## src/rtl/sme_pkg.sv

```systemverilog
package sme_pkg;

    localparam int FIELD_W = 4;
    localparam int CMD_W   = 2;
    localparam int AC_W    = 5;

    localparam logic [AC_W-1:0]  AC_RESET      = 5'd16;

    localparam logic [CMD_W-1:0] CMD_LOAD_PROP = 2'd0;
    localparam logic [CMD_W-1:0] CMD_LOAD_REV  = 2'd1;
    localparam logic [CMD_W-1:0] CMD_RUN       = 2'd2;

    typedef enum logic [2:0] {
        ST_IDLE,
        ST_INIT,
        ST_POP,
        ST_CHECK,
        ST_PREF,
        ST_RANK1,
        ST_RANK2,
        ST_OUT
    } t_state;

    typedef struct packed {
        logic take;
        logic load_prop;
        logic load_rev;
        logic init;
        logic pop;
        logic issue_pref;
        logic hold_w;
        logic cap_rank;
        logic match_free;
        logic swap;
        logic emit;
    } t_ctrl;

    typedef struct packed {
        logic queue_empty;
        logic exhausted;
        logic w_in_range;
        logic w_free;
        logic rank_better;
        logic out_free;
        logic out_last;
    } t_status;

endpackage

```

## src/rtl/sme_in_if.sv

```systemverilog
interface sme_in_if;
    import sme_pkg::*;

    logic               valid;
    logic               ready;
    logic [CMD_W-1:0]   command;
    logic [FIELD_W-1:0] person;
    logic [FIELD_W-1:0] rank;
    logic [FIELD_W-1:0] choice;

    modport source (output valid, output command, output person, output rank,
                    output choice, input ready);
    modport sink   (input valid, input command, input person, input rank,
                    input choice, output ready);
endinterface

```

## src/rtl/sme_out_if.sv

```systemverilog
interface sme_out_if;
    import sme_pkg::*;

    logic               valid;
    logic               ready;
    logic [FIELD_W-1:0] proposer;
    logic [FIELD_W-1:0] partner;
    logic               last;

    modport source (output valid, output proposer, output partner, output last,
                    input ready);
    modport sink   (input valid, input proposer, input partner, input last,
                    output ready);
endinterface

```

## src/rtl/sme_cfg_if.sv

```systemverilog
interface sme_cfg_if;
    import sme_pkg::*;

    logic            valid;
    logic            ready;
    logic [AC_W-1:0] data;

    modport source (output valid, output data, input ready);
    modport sink   (input valid, input data, output ready);
endinterface

```

## src/rtl/sme_ctrl.sv

```systemverilog
module sme_ctrl (
    input  logic                          i_clk,
    input  logic                          i_rst_n,
    input  logic                          i_req_valid,
    input  logic [sme_pkg::CMD_W-1:0]     i_req_command,
    input  sme_pkg::t_status              i_sts,
    output sme_pkg::t_ctrl                o_ctl
);
    import sme_pkg::*;

    t_state r_state;
    t_state n_state;

    always_ff @(posedge i_clk) begin
        if (!i_rst_n) begin
            r_state <= ST_IDLE;
        end else begin
            r_state <= n_state;
        end
    end

    always_comb begin
        n_state = r_state;
        o_ctl   = '0;
        case (r_state)
            ST_IDLE: begin
                o_ctl.take = 1'b1;
                if (i_req_valid) begin
                    case (i_req_command)
                        CMD_LOAD_PROP: o_ctl.load_prop = 1'b1;
                        CMD_LOAD_REV:  o_ctl.load_rev  = 1'b1;
                        CMD_RUN:       n_state         = ST_INIT;
                        default:       n_state         = ST_IDLE;
                    endcase
                end
            end
            ST_INIT: begin
                o_ctl.init = 1'b1;
                n_state    = ST_POP;
            end
            ST_POP: begin
                if (i_sts.queue_empty) begin
                    n_state = ST_OUT;
                end else begin
                    o_ctl.pop = 1'b1;
                    n_state   = ST_CHECK;
                end
            end
            ST_CHECK: begin
                if (i_sts.exhausted) begin
                    n_state = ST_POP;
                end else begin
                    o_ctl.issue_pref = 1'b1;
                    n_state          = ST_PREF;
                end
            end
            ST_PREF: begin
                if (!i_sts.w_in_range) begin
                    n_state = ST_CHECK;
                end else if (i_sts.w_free) begin
                    o_ctl.match_free = 1'b1;
                    n_state          = ST_POP;
                end else begin
                    o_ctl.hold_w = 1'b1;
                    n_state      = ST_RANK1;
                end
            end
            ST_RANK1: begin
                o_ctl.cap_rank = 1'b1;
                n_state        = ST_RANK2;
            end
            ST_RANK2: begin
                if (i_sts.rank_better) begin
                    o_ctl.swap = 1'b1;
                    n_state    = ST_POP;
                end else begin
                    n_state = ST_CHECK;
                end
            end
            ST_OUT: begin
                if (i_sts.out_free) begin
                    o_ctl.emit = 1'b1;
                    if (i_sts.out_last) begin
                        n_state = ST_IDLE;
                    end
                end
            end
            default: n_state = ST_IDLE;
        endcase
    end

endmodule

```

## src/rtl/sme_datapath.sv

```systemverilog
module sme_datapath #(
    parameter int MAX_PEOPLE = 16
) (
    input  logic                          i_clk,
    input  logic                          i_rst_n,
    input  sme_pkg::t_ctrl                i_ctl,
    output sme_pkg::t_status              o_sts,
    input  logic [sme_pkg::FIELD_W-1:0]   i_person,
    input  logic [sme_pkg::FIELD_W-1:0]   i_rank,
    input  logic [sme_pkg::FIELD_W-1:0]   i_choice,
    input  logic                          i_cfg_valid,
    input  logic [sme_pkg::AC_W-1:0]      i_cfg_data,
    input  logic                          i_out_ready,
    output logic                          o_out_valid,
    output logic [sme_pkg::FIELD_W-1:0]   o_proposer,
    output logic [sme_pkg::FIELD_W-1:0]   o_partner,
    output logic                          o_last
);
    import sme_pkg::*;

    localparam int IW    = $clog2(MAX_PEOPLE);
    localparam int CW    = $clog2(MAX_PEOPLE + 1);
    localparam int DEPTH = MAX_PEOPLE * MAX_PEOPLE;
    localparam int AW    = $clog2(DEPTH);

    // preference and rank-of tables
    logic [FIELD_W-1:0] r_prefs [DEPTH];
    logic [FIELD_W-1:0] r_ranks [DEPTH];
    logic [FIELD_W-1:0] r_pref_rd;
    logic [FIELD_W-1:0] r_rank_rd;

    logic               r_rmatch   [MAX_PEOPLE];
    logic               r_pmatch   [MAX_PEOPLE];
    logic [IW-1:0]      r_rpartner [MAX_PEOPLE];
    logic [IW-1:0]      r_ppartner [MAX_PEOPLE];
    logic [CW-1:0]      r_nc       [MAX_PEOPLE];
    logic [IW-1:0]      r_queue    [MAX_PEOPLE];

    logic [IW-1:0]      r_head;
    logic [IW-1:0]      r_tail;
    logic [CW-1:0]      r_count;
    logic [IW-1:0]      r_m;
    logic [IW-1:0]      r_w;
    logic [IW-1:0]      r_other;
    logic [FIELD_W-1:0] r_rank_m;
    logic [IW-1:0]      r_oidx;
    logic [AC_W-1:0]    r_ac;

    logic               r_out_valid;
    logic [FIELD_W-1:0] r_proposer;
    logic [FIELD_W-1:0] r_partner;
    logic               r_last;

    logic [CW-1:0]      people;
    logic [IW-1:0]      w_idx;
    logic [AW-1:0]      pref_raddr;
    logic [AW-1:0]      rank_raddr;
    logic [AW-1:0]      prop_waddr;
    logic [AW-1:0]      rev_waddr;
    logic               prop_we;
    logic               rev_we;

    always_comb begin
        if (r_ac == '0) begin
            people = CW'(1);
        end else if (int'(r_ac) > MAX_PEOPLE) begin
            people = CW'(MAX_PEOPLE);
        end else begin
            people = CW'(r_ac);
        end
    end

    assign w_idx = IW'(r_pref_rd);

    always_comb begin
        pref_raddr = AW'(r_m) * AW'(MAX_PEOPLE) + AW'(IW'(r_nc[r_m]));
        if (i_ctl.hold_w) begin
            rank_raddr = AW'(w_idx) * AW'(MAX_PEOPLE) + AW'(r_m);
        end else begin
            rank_raddr = AW'(r_w) * AW'(MAX_PEOPLE) + AW'(r_other);
        end
        prop_waddr = AW'(IW'(i_person)) * AW'(MAX_PEOPLE) + AW'(IW'(i_rank));
        rev_waddr  = AW'(IW'(i_person)) * AW'(MAX_PEOPLE) + AW'(IW'(i_choice));
        prop_we    = i_ctl.load_prop && (int'(i_person) < MAX_PEOPLE)
                     && (int'(i_rank) < MAX_PEOPLE);
        rev_we     = i_ctl.load_rev && (int'(i_person) < MAX_PEOPLE)
                     && (int'(i_rank) < MAX_PEOPLE) && (int'(i_choice) < MAX_PEOPLE);
    end

    always_ff @(posedge i_clk) begin
        if (prop_we) begin
            r_prefs[prop_waddr] <= i_choice;
        end
        r_pref_rd <= r_prefs[pref_raddr];
    end

    always_ff @(posedge i_clk) begin
        if (rev_we) begin
            r_ranks[rev_waddr] <= i_rank;
        end
        r_rank_rd <= r_ranks[rank_raddr];
    end

    // matched flags
    always_ff @(posedge i_clk) begin
        if (!i_rst_n) begin
            for (int i = 0; i < MAX_PEOPLE; i++) begin
                r_rmatch[i] <= 1'b0;
                r_pmatch[i] <= 1'b0;
            end
        end else if (i_ctl.init) begin
            for (int i = 0; i < MAX_PEOPLE; i++) begin
                r_rmatch[i] <= 1'b0;
                r_pmatch[i] <= 1'b0;
            end
        end else if (i_ctl.match_free) begin
            r_rmatch[w_idx] <= 1'b1;
            r_pmatch[r_m]   <= 1'b1;
        end else if (i_ctl.swap) begin
            r_pmatch[r_m]     <= 1'b1;
            r_pmatch[r_other] <= 1'b0;
        end
    end

    always_ff @(posedge i_clk) begin
        if (i_ctl.init) begin
            for (int i = 0; i < MAX_PEOPLE; i++) begin
                r_nc[i]    <= '0;
                r_queue[i] <= IW'(i);
            end
        end
        if (i_ctl.pop) begin
            r_m <= r_queue[r_head];
        end
        if (i_ctl.issue_pref) begin
            r_nc[r_m] <= r_nc[r_m] + 1'b1;
        end
        if (i_ctl.hold_w) begin
            r_w     <= w_idx;
            r_other <= r_rpartner[w_idx];
        end
        if (i_ctl.cap_rank) begin
            r_rank_m <= r_rank_rd;
        end
        if (i_ctl.match_free) begin
            r_rpartner[w_idx] <= r_m;
            r_ppartner[r_m]   <= w_idx;
        end
        if (i_ctl.swap) begin
            r_rpartner[r_w] <= r_m;
            r_ppartner[r_m] <= r_w;
            r_queue[r_tail] <= r_other;
        end
        if (i_ctl.emit) begin
            r_proposer <= FIELD_W'(r_oidx);
            r_partner  <= r_pmatch[r_oidx] ? FIELD_W'(r_ppartner[r_oidx]) : '0;
            r_last     <= o_sts.out_last;
        end
    end

    // queue pointers, result index, output flag, active_count register
    always_ff @(posedge i_clk) begin
        if (!i_rst_n) begin
            r_head      <= '0;
            r_tail      <= '0;
            r_count     <= '0;
            r_oidx      <= '0;
            r_out_valid <= 1'b0;
            r_ac        <= AC_RESET;
        end else begin
            if (i_cfg_valid) begin
                r_ac <= i_cfg_data;
            end
            if (i_ctl.init) begin
                r_head  <= '0;
                r_tail  <= (int'(people) == MAX_PEOPLE) ? '0 : IW'(people);
                r_count <= people;
                r_oidx  <= '0;
            end
            if (i_ctl.pop) begin
                r_head  <= (r_head == IW'(MAX_PEOPLE - 1)) ? '0 : r_head + 1'b1;
                r_count <= r_count - 1'b1;
            end
            if (i_ctl.swap) begin
                r_tail  <= (r_tail == IW'(MAX_PEOPLE - 1)) ? '0 : r_tail + 1'b1;
                r_count <= r_count + 1'b1;
            end
            if (i_ctl.emit) begin
                r_oidx      <= r_oidx + 1'b1;
                r_out_valid <= 1'b1;
            end else if (i_out_ready) begin
                r_out_valid <= 1'b0;
            end
        end
    end

    always_comb begin
        o_sts             = '0;
        o_sts.queue_empty = (r_count == '0);
        o_sts.exhausted   = (r_nc[r_m] >= people);
        o_sts.w_in_range  = (int'(r_pref_rd) < int'(people));
        o_sts.w_free      = !r_rmatch[w_idx];
        o_sts.rank_better = (r_rank_m < r_rank_rd);
        o_sts.out_free    = !r_out_valid || i_out_ready;
        o_sts.out_last    = (int'(r_oidx) == int'(people) - 1);
    end

    assign o_out_valid = r_out_valid;
    assign o_proposer  = r_proposer;
    assign o_partner   = r_partner;
    assign o_last      = r_last;

endmodule

```

## src/rtl/stable_matching_engine_unit.sv

```systemverilog
// stable matching engine: proposer-optimal matching by the deferred
// acceptance scheme
// i_req: one transaction per command; proposer load writes choice at rank
//   of proposer person, reviewer load writes rank of proposer choice for
//   reviewer person, run computes the matching; loads give no result
// o_res: a run gives one transaction per proposer in index order, partner
//   0 for an unmatched proposer, last set on proposer n-1
// i_cfg: writes active_count (n), always ready; the user must write it only
//   while idle; the block does not enforce this
// sequencing: a load is written as it is taken and the next command is
//   taken in the cycle after; a run passes INIT to set up, POP per queue
//   pop, CHECK and PREF per proposal a free or out-of-range reviewer
//   settles, CHECK, PREF, RANK1 and RANK2 per proposal needing a rank
//   compare (two reads on the rank-of table port), a pop per displaced
//   proposer, a CHECK per proposer whose list runs out, a POP finding the
//   queue empty, then OUT for the results; the proposal sequencer is serial
// i_req is not ready during a run; the last result may still wait in the
//   output register while the next command is taken
// reset: state machine idle, output empty, active_count 16; tables keep
//   their contents and need loading before a run
// a stall on o_res holds the result and pauses the result sweep
module stable_matching_engine_unit #(
    parameter int MAX_PEOPLE = 16
) (
    input  logic            i_clk,
    input  logic            i_rst_n,
    sme_in_if.sink          i_req,
    sme_out_if.source       o_res,
    sme_cfg_if.sink         i_cfg
);
    import sme_pkg::*;

    t_ctrl   ctl;
    t_status sts;

    sme_ctrl u_ctrl (
        .i_clk         (i_clk),
        .i_rst_n       (i_rst_n),
        .i_req_valid   (i_req.valid),
        .i_req_command (i_req.command),
        .i_sts         (sts),
        .o_ctl         (ctl)
    );

    sme_datapath #(
        .MAX_PEOPLE (MAX_PEOPLE)
    ) u_datapath (
        .i_clk       (i_clk),
        .i_rst_n     (i_rst_n),
        .i_ctl       (ctl),
        .o_sts       (sts),
        .i_person    (i_req.person),
        .i_rank      (i_req.rank),
        .i_choice    (i_req.choice),
        .i_cfg_valid (i_cfg.valid),
        .i_cfg_data  (i_cfg.data),
        .i_out_ready (o_res.ready),
        .o_out_valid (o_res.valid),
        .o_proposer  (o_res.proposer),
        .o_partner   (o_res.partner),
        .o_last      (o_res.last)
    );

    assign i_req.ready = ctl.take;
    assign i_cfg.ready = 1'b1;

`ifndef NO_ASSERTIONS
    a_emit_free: assert property (@(posedge i_clk) disable iff (!i_rst_n)
        ctl.emit |-> sts.out_free)
        else $error("result written over a waiting transaction");

    a_pop_nonempty: assert property (@(posedge i_clk) disable iff (!i_rst_n)
        ctl.pop |-> !sts.queue_empty)
        else $error("pop from empty free queue");

    a_pref_live: assert property (@(posedge i_clk) disable iff (!i_rst_n)
        ctl.issue_pref |-> !sts.exhausted)
        else $error("proposal past end of list");

    a_swap_order: assert property (@(posedge i_clk) disable iff (!i_rst_n)
        ctl.swap |-> $past(ctl.cap_rank))
        else $error("swap without both rank reads");
`endif

endmodule
```

## src/flat_wrapper.sv

```systemverilog
// flat-port wrapper written by rule: the top's interface ports become plain ports
module stable_matching_engine_unit_flat import sme_pkg::*;
#(
    parameter int MAX_PEOPLE = 16
)
  (i_clk, i_rst_n, i_req_valid, i_req_command, i_req_person, i_req_rank, i_req_choice, i_req_ready, o_res_valid, o_res_proposer, o_res_partner, o_res_last, o_res_ready, i_cfg_valid, i_cfg_data, i_cfg_ready);
  sme_in_if i_req_i ();
  sme_out_if o_res_i ();
  sme_cfg_if i_cfg_i ();
  input  logic i_clk;
  input  logic i_rst_n;
  input wire logic [$bits(i_req_i.valid)-1:0] i_req_valid;
  input wire logic [$bits(i_req_i.command)-1:0] i_req_command;
  input wire logic [$bits(i_req_i.person)-1:0] i_req_person;
  input wire logic [$bits(i_req_i.rank)-1:0] i_req_rank;
  input wire logic [$bits(i_req_i.choice)-1:0] i_req_choice;
  output wire logic [$bits(i_req_i.ready)-1:0] i_req_ready;
  output wire logic [$bits(o_res_i.valid)-1:0] o_res_valid;
  output wire logic [$bits(o_res_i.proposer)-1:0] o_res_proposer;
  output wire logic [$bits(o_res_i.partner)-1:0] o_res_partner;
  output wire logic [$bits(o_res_i.last)-1:0] o_res_last;
  input wire logic [$bits(o_res_i.ready)-1:0] o_res_ready;
  input wire logic [$bits(i_cfg_i.valid)-1:0] i_cfg_valid;
  input wire logic [$bits(i_cfg_i.data)-1:0] i_cfg_data;
  output wire logic [$bits(i_cfg_i.ready)-1:0] i_cfg_ready;
  assign i_req_i.valid = i_req_valid;
  assign i_req_i.command = i_req_command;
  assign i_req_i.person = i_req_person;
  assign i_req_i.rank = i_req_rank;
  assign i_req_i.choice = i_req_choice;
  assign i_req_ready = i_req_i.ready;
  assign o_res_valid = o_res_i.valid;
  assign o_res_proposer = o_res_i.proposer;
  assign o_res_partner = o_res_i.partner;
  assign o_res_last = o_res_i.last;
  assign o_res_i.ready = o_res_ready;
  assign i_cfg_i.valid = i_cfg_valid;
  assign i_cfg_i.data = i_cfg_data;
  assign i_cfg_ready = i_cfg_i.ready;
  stable_matching_engine_unit #(.MAX_PEOPLE(MAX_PEOPLE)) u_core (.i_clk(i_clk), .i_rst_n(i_rst_n), .i_req(i_req_i), .o_res(o_res_i), .i_cfg(i_cfg_i));
endmodule
```

## config.mk

```make
export PLATFORM = sky130hd
export DESIGN_NAME = stable_matching_engine_unit_flat
export DESIGN_NICKNAME = d
export VERILOG_FILES = /design/src/rtl/sme_pkg.sv /design/src/rtl/sme_in_if.sv /design/src/rtl/sme_out_if.sv /design/src/rtl/sme_cfg_if.sv /design/src/rtl/sme_ctrl.sv /design/src/rtl/sme_datapath.sv /design/src/rtl/stable_matching_engine_unit.sv /design/src/flat_wrapper.sv
export SDC_FILE = /design/constraint.sdc
export NUM_CORES = 2
export LEC_CHECK = 0
export BUFFER_PORTS_ARGS = -buffer_cell sky130_fd_sc_hd__buf_2
export CAP_MARGIN = 20
export CORE_ASPECT_RATIO = 2
export CORE_UTILIZATION = 45
export DETAILED_ROUTE_END_ITERATION = 12
export GPL_ROUTABILITY_DRIVEN = 1
export PLACE_DENSITY_LB_ADDON = 0.12
export SLEW_MARGIN = 20
export SYNTH_ARGS = -nofsm -noshare
export SYNTH_HDL_FRONTEND = slang
export SYNTH_SLANG_ARGS = --single-unit
```

## constraint.sdc

```tcl
create_clock -name i_clk -period 7.2 [get_ports i_clk]
set_input_delay 0.72 -clock i_clk [delete_from_list [all_inputs] [get_ports i_clk]]
set_output_delay 0.72 -clock i_clk [all_outputs]
set_load 0.1 [all_outputs]
```

==> results <==
- The areal power density over the cells is 309.7 mW/mm^2.
- Clock skew on the completed layout was measured at 0.04644 ns.
- The average detailed-routed wire length per instance is 33.00 um.
- The die outline width is 334.2 um.
- The worst hold path belongs to the class input port to flop.
- The share of the yosys chip area belonging to registers is 72.32%.
- In this run the remaining antenna-violating nets after routing total 0.
- The post-synthesis xor/xnor area fraction is 0.08819%.
- The count of buffers added by post-CTS timing repair for setup is 0.
- Hold is met by 0.2312 ns.
- Routability-driven placement finished with a final weighted congestion of 0.9589.
- The clock drives 2415 sinks.
- The worst setup path is launched from a flop.
- The maximum number of pins on one net before global-route repair is 200.
- The initial antenna violation count is 13.
- After detailed routing, the number of vias per cell comes to 6.189.
- For this configuration, the core starts out at a cell density of 45.30%.
- The remaining global-route overflow is 0.
- The leakage power is 34.65 nW.
- The library cells used most frequently in the layout, excluding fill and tap cells, are edfxtp_1 (2345), nand2_1 (917), nor2_1 (718).
- In the routed design, unresolved DRC markers number 0.
- The startpoint of the lowest-slack hold path is i_cfg_data[3].
- Counting flops and latches in the post-synthesis netlist gives 2415.
- The number of distinct library cell variants in the gate-level netlist after synthesis is 83.
- In the final timing run, aggregate negative setup slack is 0 ns.
- For this run, the share of the core covered by cells in the final layout is 50.36%.
- Setup violations remaining at the end of the flow were counted as 0.
- The floorplan step defined a core boundary enclosing 0.2192 mm^2.
- The post-cts sizing count is 0.
- The number of placed instances, taps included, is 9691.
- The flip-flop cell with the highest count after synthesis is edfxtp_1.
- The ratio of cells with drive above 1 in the final layout is 12.73%.
- The area fraction in and, or, nand and nor cells after synthesis is 11.04%.
- The measured slew at the worst slew-check pin is 1.242 ns.
- The number of cell instances on the worst register-to-register path is 11.
- In this run, synthesis inferred 2345 flip-flops with an integrated enable.
- Across the run, the number of max-cap violations was 0.
- In this run the clock root is driven by a clkbuf_16.
- The completed layout was analyzed and its total power is 34.18 mW.
- The H-tree depth reported by CTS is 4.
- The worst register-to-register path ends at u_core.u_datapath.r_pref_rd[3]$_DFF_P_.
- The run finished with clean final reports.
- The critical path is of the flop to flop type.
- For the worst setup path, the data required time is 7.94 ns.
- By area, the combinational part of the netlist is dominated by simple AND/OR/NAND/NOR gates.
- The mean post-synth cell area is 14.17 um^2.
- The via count is 62400.
- TritonCTS built the clock tree.
- Synthesis produced a netlist with a net count of 7053.
- The floorplan has 243 rows.
- Subtracting the final worst setup slack from the clock period gives 6.793 ns.
- Setup repair after global routing left no endpoint under its margin.
- After synthesis the cells add up to 0.09931 mm^2.
- Counting instances, the worst hold path has a depth of 3.
- In this run, CTS created clock tree buffers numbering 214.
- The portion of netlist area occupied by mux cells is 6.432%.
- The non-filler instance count after layout is 10080.
- The global-route wire length before repair is 467700 um.
- The number of hold buffers added after CTS was 0.
- The most common library cell in the layout ignoring fill and taps is edfxtp_1.
- Timing analysis after detailed placement gives a worst setup slack of 0.7570 ns.
- The biggest fanout along the worst timing path is 18.
- The via count of the first global-routing pass is 63370.
- After Yosys synthesis, full adders, half adders and majority gates account for 0.2646% of the synthesized area.
- After the first detailed-routing iteration, the DRC count stood at 5826.
- The HPWL after detailed placement is 223900 um.
- The path with the worst hold slack has its endpoint at u_core.u_datapath.r_ac[3]$_SDFFE_PN0P_.
- The area of the die is 0.2227 mm^2.
- The origin of the critical flop-to-flop path is u_core.u_datapath.r_m[0]$_DFFE_PP_.
- The cell count after synthesis came out at 7008.
- The headroom to the max-slew limit is 16.33%.
- Port buffering added 34 buffers.
- The register clock-pin slew on the reported worst setup and hold paths is 0.07 ns.
- Dividing the final minimum period by the clock period gives 94.35%.
- Global routing used 29.67% of the available tracks across all layers.
- From bottom edge to top edge, the die measures 666.4 um.
- The peak ir drop on the vdd network is 0.2469 mV.
- The final-report max-slew violation count is 0.
- During I/O placement, the number of pins put on the boundary was 36.
- The clock passes through at most 4 buffers.
- The worst setup path is captured at a flop.
- The maximum frequency from static timing analysis is 147.2 MHz.
- The arrival time reported for the critical path endpoint is 7.53 ns.
- In the post-route analysis, the smallest setup slack over all paths is 0.4069 ns.
- For this run, asynchronously set or reset flops after synthesis account for 0%.
- After routing the design area is 0.1104 mm^2.
- The first-pass iteration count of the detailed router is 6.
- The number of hold violations in the final report was 0.
- Compared with the post-synthesis result, the final layout area differs by 11.16%.
- The fraction of the mapped netlist area in compound gates is 7.607%.
- For this run, the post-layout net count is 7013.
- The count of synthesis-stage warnings from yosys is 0.
- The total wire length after detailed routing is 332800 um.
- The worst setup slack for register-to-register paths is 0.41 ns.
- The instance area after placement is 0.1034 mm^2.
- For the worst-skew pair, the clock arrives at the later sink with an insertion delay of 0.89 ns.
where the power goes:
group	switching, mW	internal, mW	total [mW]
Sequential	0.185	15.7	15.9
Combinational	4.66	1.93	6.59
Clock	5.24	6.44	11.7
Total	10.1	24.1	34.2
per-layer routing:
layer  wire, um  GRT usage [%]  up-vias
li1           -              -    26800
met1     106600          30.11    31870
met2     176800          54.35     2735
met3      17830          3.745      992
met4      31440          23.76        4
met5         34              0        -
synth_stat cells, drive strengths merged (60+ instances only):
cell     count  area share [%]
nand2      922             3.5
mux4       171             3.9
edfxtp    2345              71
a31oi       69            0.45
a21oi      168            0.85
nand3      479             2.4
dfxtp       70             1.4
a22oi       60            0.45
nor2       728             2.8
clkbuf     358             1.4
a2111oi     84            0.74
and3        91            0.57
a211oi     240             1.8
mux2        85            0.96
buf        160            0.80
mux2i      157             1.6
o21ai      245             1.2
how the worst max path moves through the flow:
stage | from | cells after the start | end
CTS | u_core.u_datapath.r_m[0]$_DFFE_PP_ | 11 | u_core.u_datapath.r_pref_rd[3]$_DFF_P_
finish | u_core.u_datapath.r_m[0]$_DFFE_PP_ | 11 | u_core.u_datapath.r_pref_rd[3]$_DFF_P_
floorplan | u_core.u_datapath.r_m[0]$_DFFE_PP_ | 19 | u_core.u_datapath.r_nc[12][0]$_SDFFCE_PN0P_
global placement | u_core.u_datapath.r_m[3]$_DFFE_PP_ | 13 | u_core.u_datapath.r_pref_rd[3]$_DFF_P_
global route | u_core.u_datapath.r_m[0]$_DFFE_PP_ | 14 | u_core.u_datapath.r_pref_rd[3]$_DFF_P_
detailed placement | u_core.u_datapath.r_m[0]$_DFFE_PP_ | 11 | u_core.u_datapath.r_pref_rd[3]$_DFF_P_
cells by family after synthesis:
group | after synthesis
simple gates | 2501
flops | 2415
compound gates | 1104
buf+inv | 543
mux | 413
fa+ha+maj | 21
xor+xnor | 10
other cells | 1
cell type report:
cell class              instances  area (um^2)
inverters                      25        103.9
well taps                    2940         3679
clock buffers                 256         5567
flip-flops and latches       2415        71820
clock inverters               126         1325
multi-input cells            4050        25600
repair buffers                262         2275
diodes                          9        22.52
fillers                     18580       108800
critical path, stage by stage, from the launching register on:
cell and delay, ns:
edfxtp_1 1.01, buf_4 0.33, mux4_2 0.52, mux4_4 0.75, nor2_4 0.84, buf_4 0.32
a32oi_1 0.10, a21oi_1 0.29, o31ai_1 0.33, o2111ai_1 0.54, nand4_1 0.77, or4_1 0.80
flip-flops by register name, summed over array words and instances (netlist names), 16 cells and up, named ones only:
register                      cells
u_core.u_datapath.r_prefs      1024
u_core.u_datapath.r_ranks      1024
u_core.u_datapath.r_nc           80
u_core.u_datapath.r_ppartner     64
u_core.u_datapath.r_queue        64
u_core.u_datapath.r_rpartner     64
u_core.u_datapath.r_pmatch       16
u_core.u_datapath.r_rmatch       16
No activity file was read; power rests on OpenSTA's default activity.
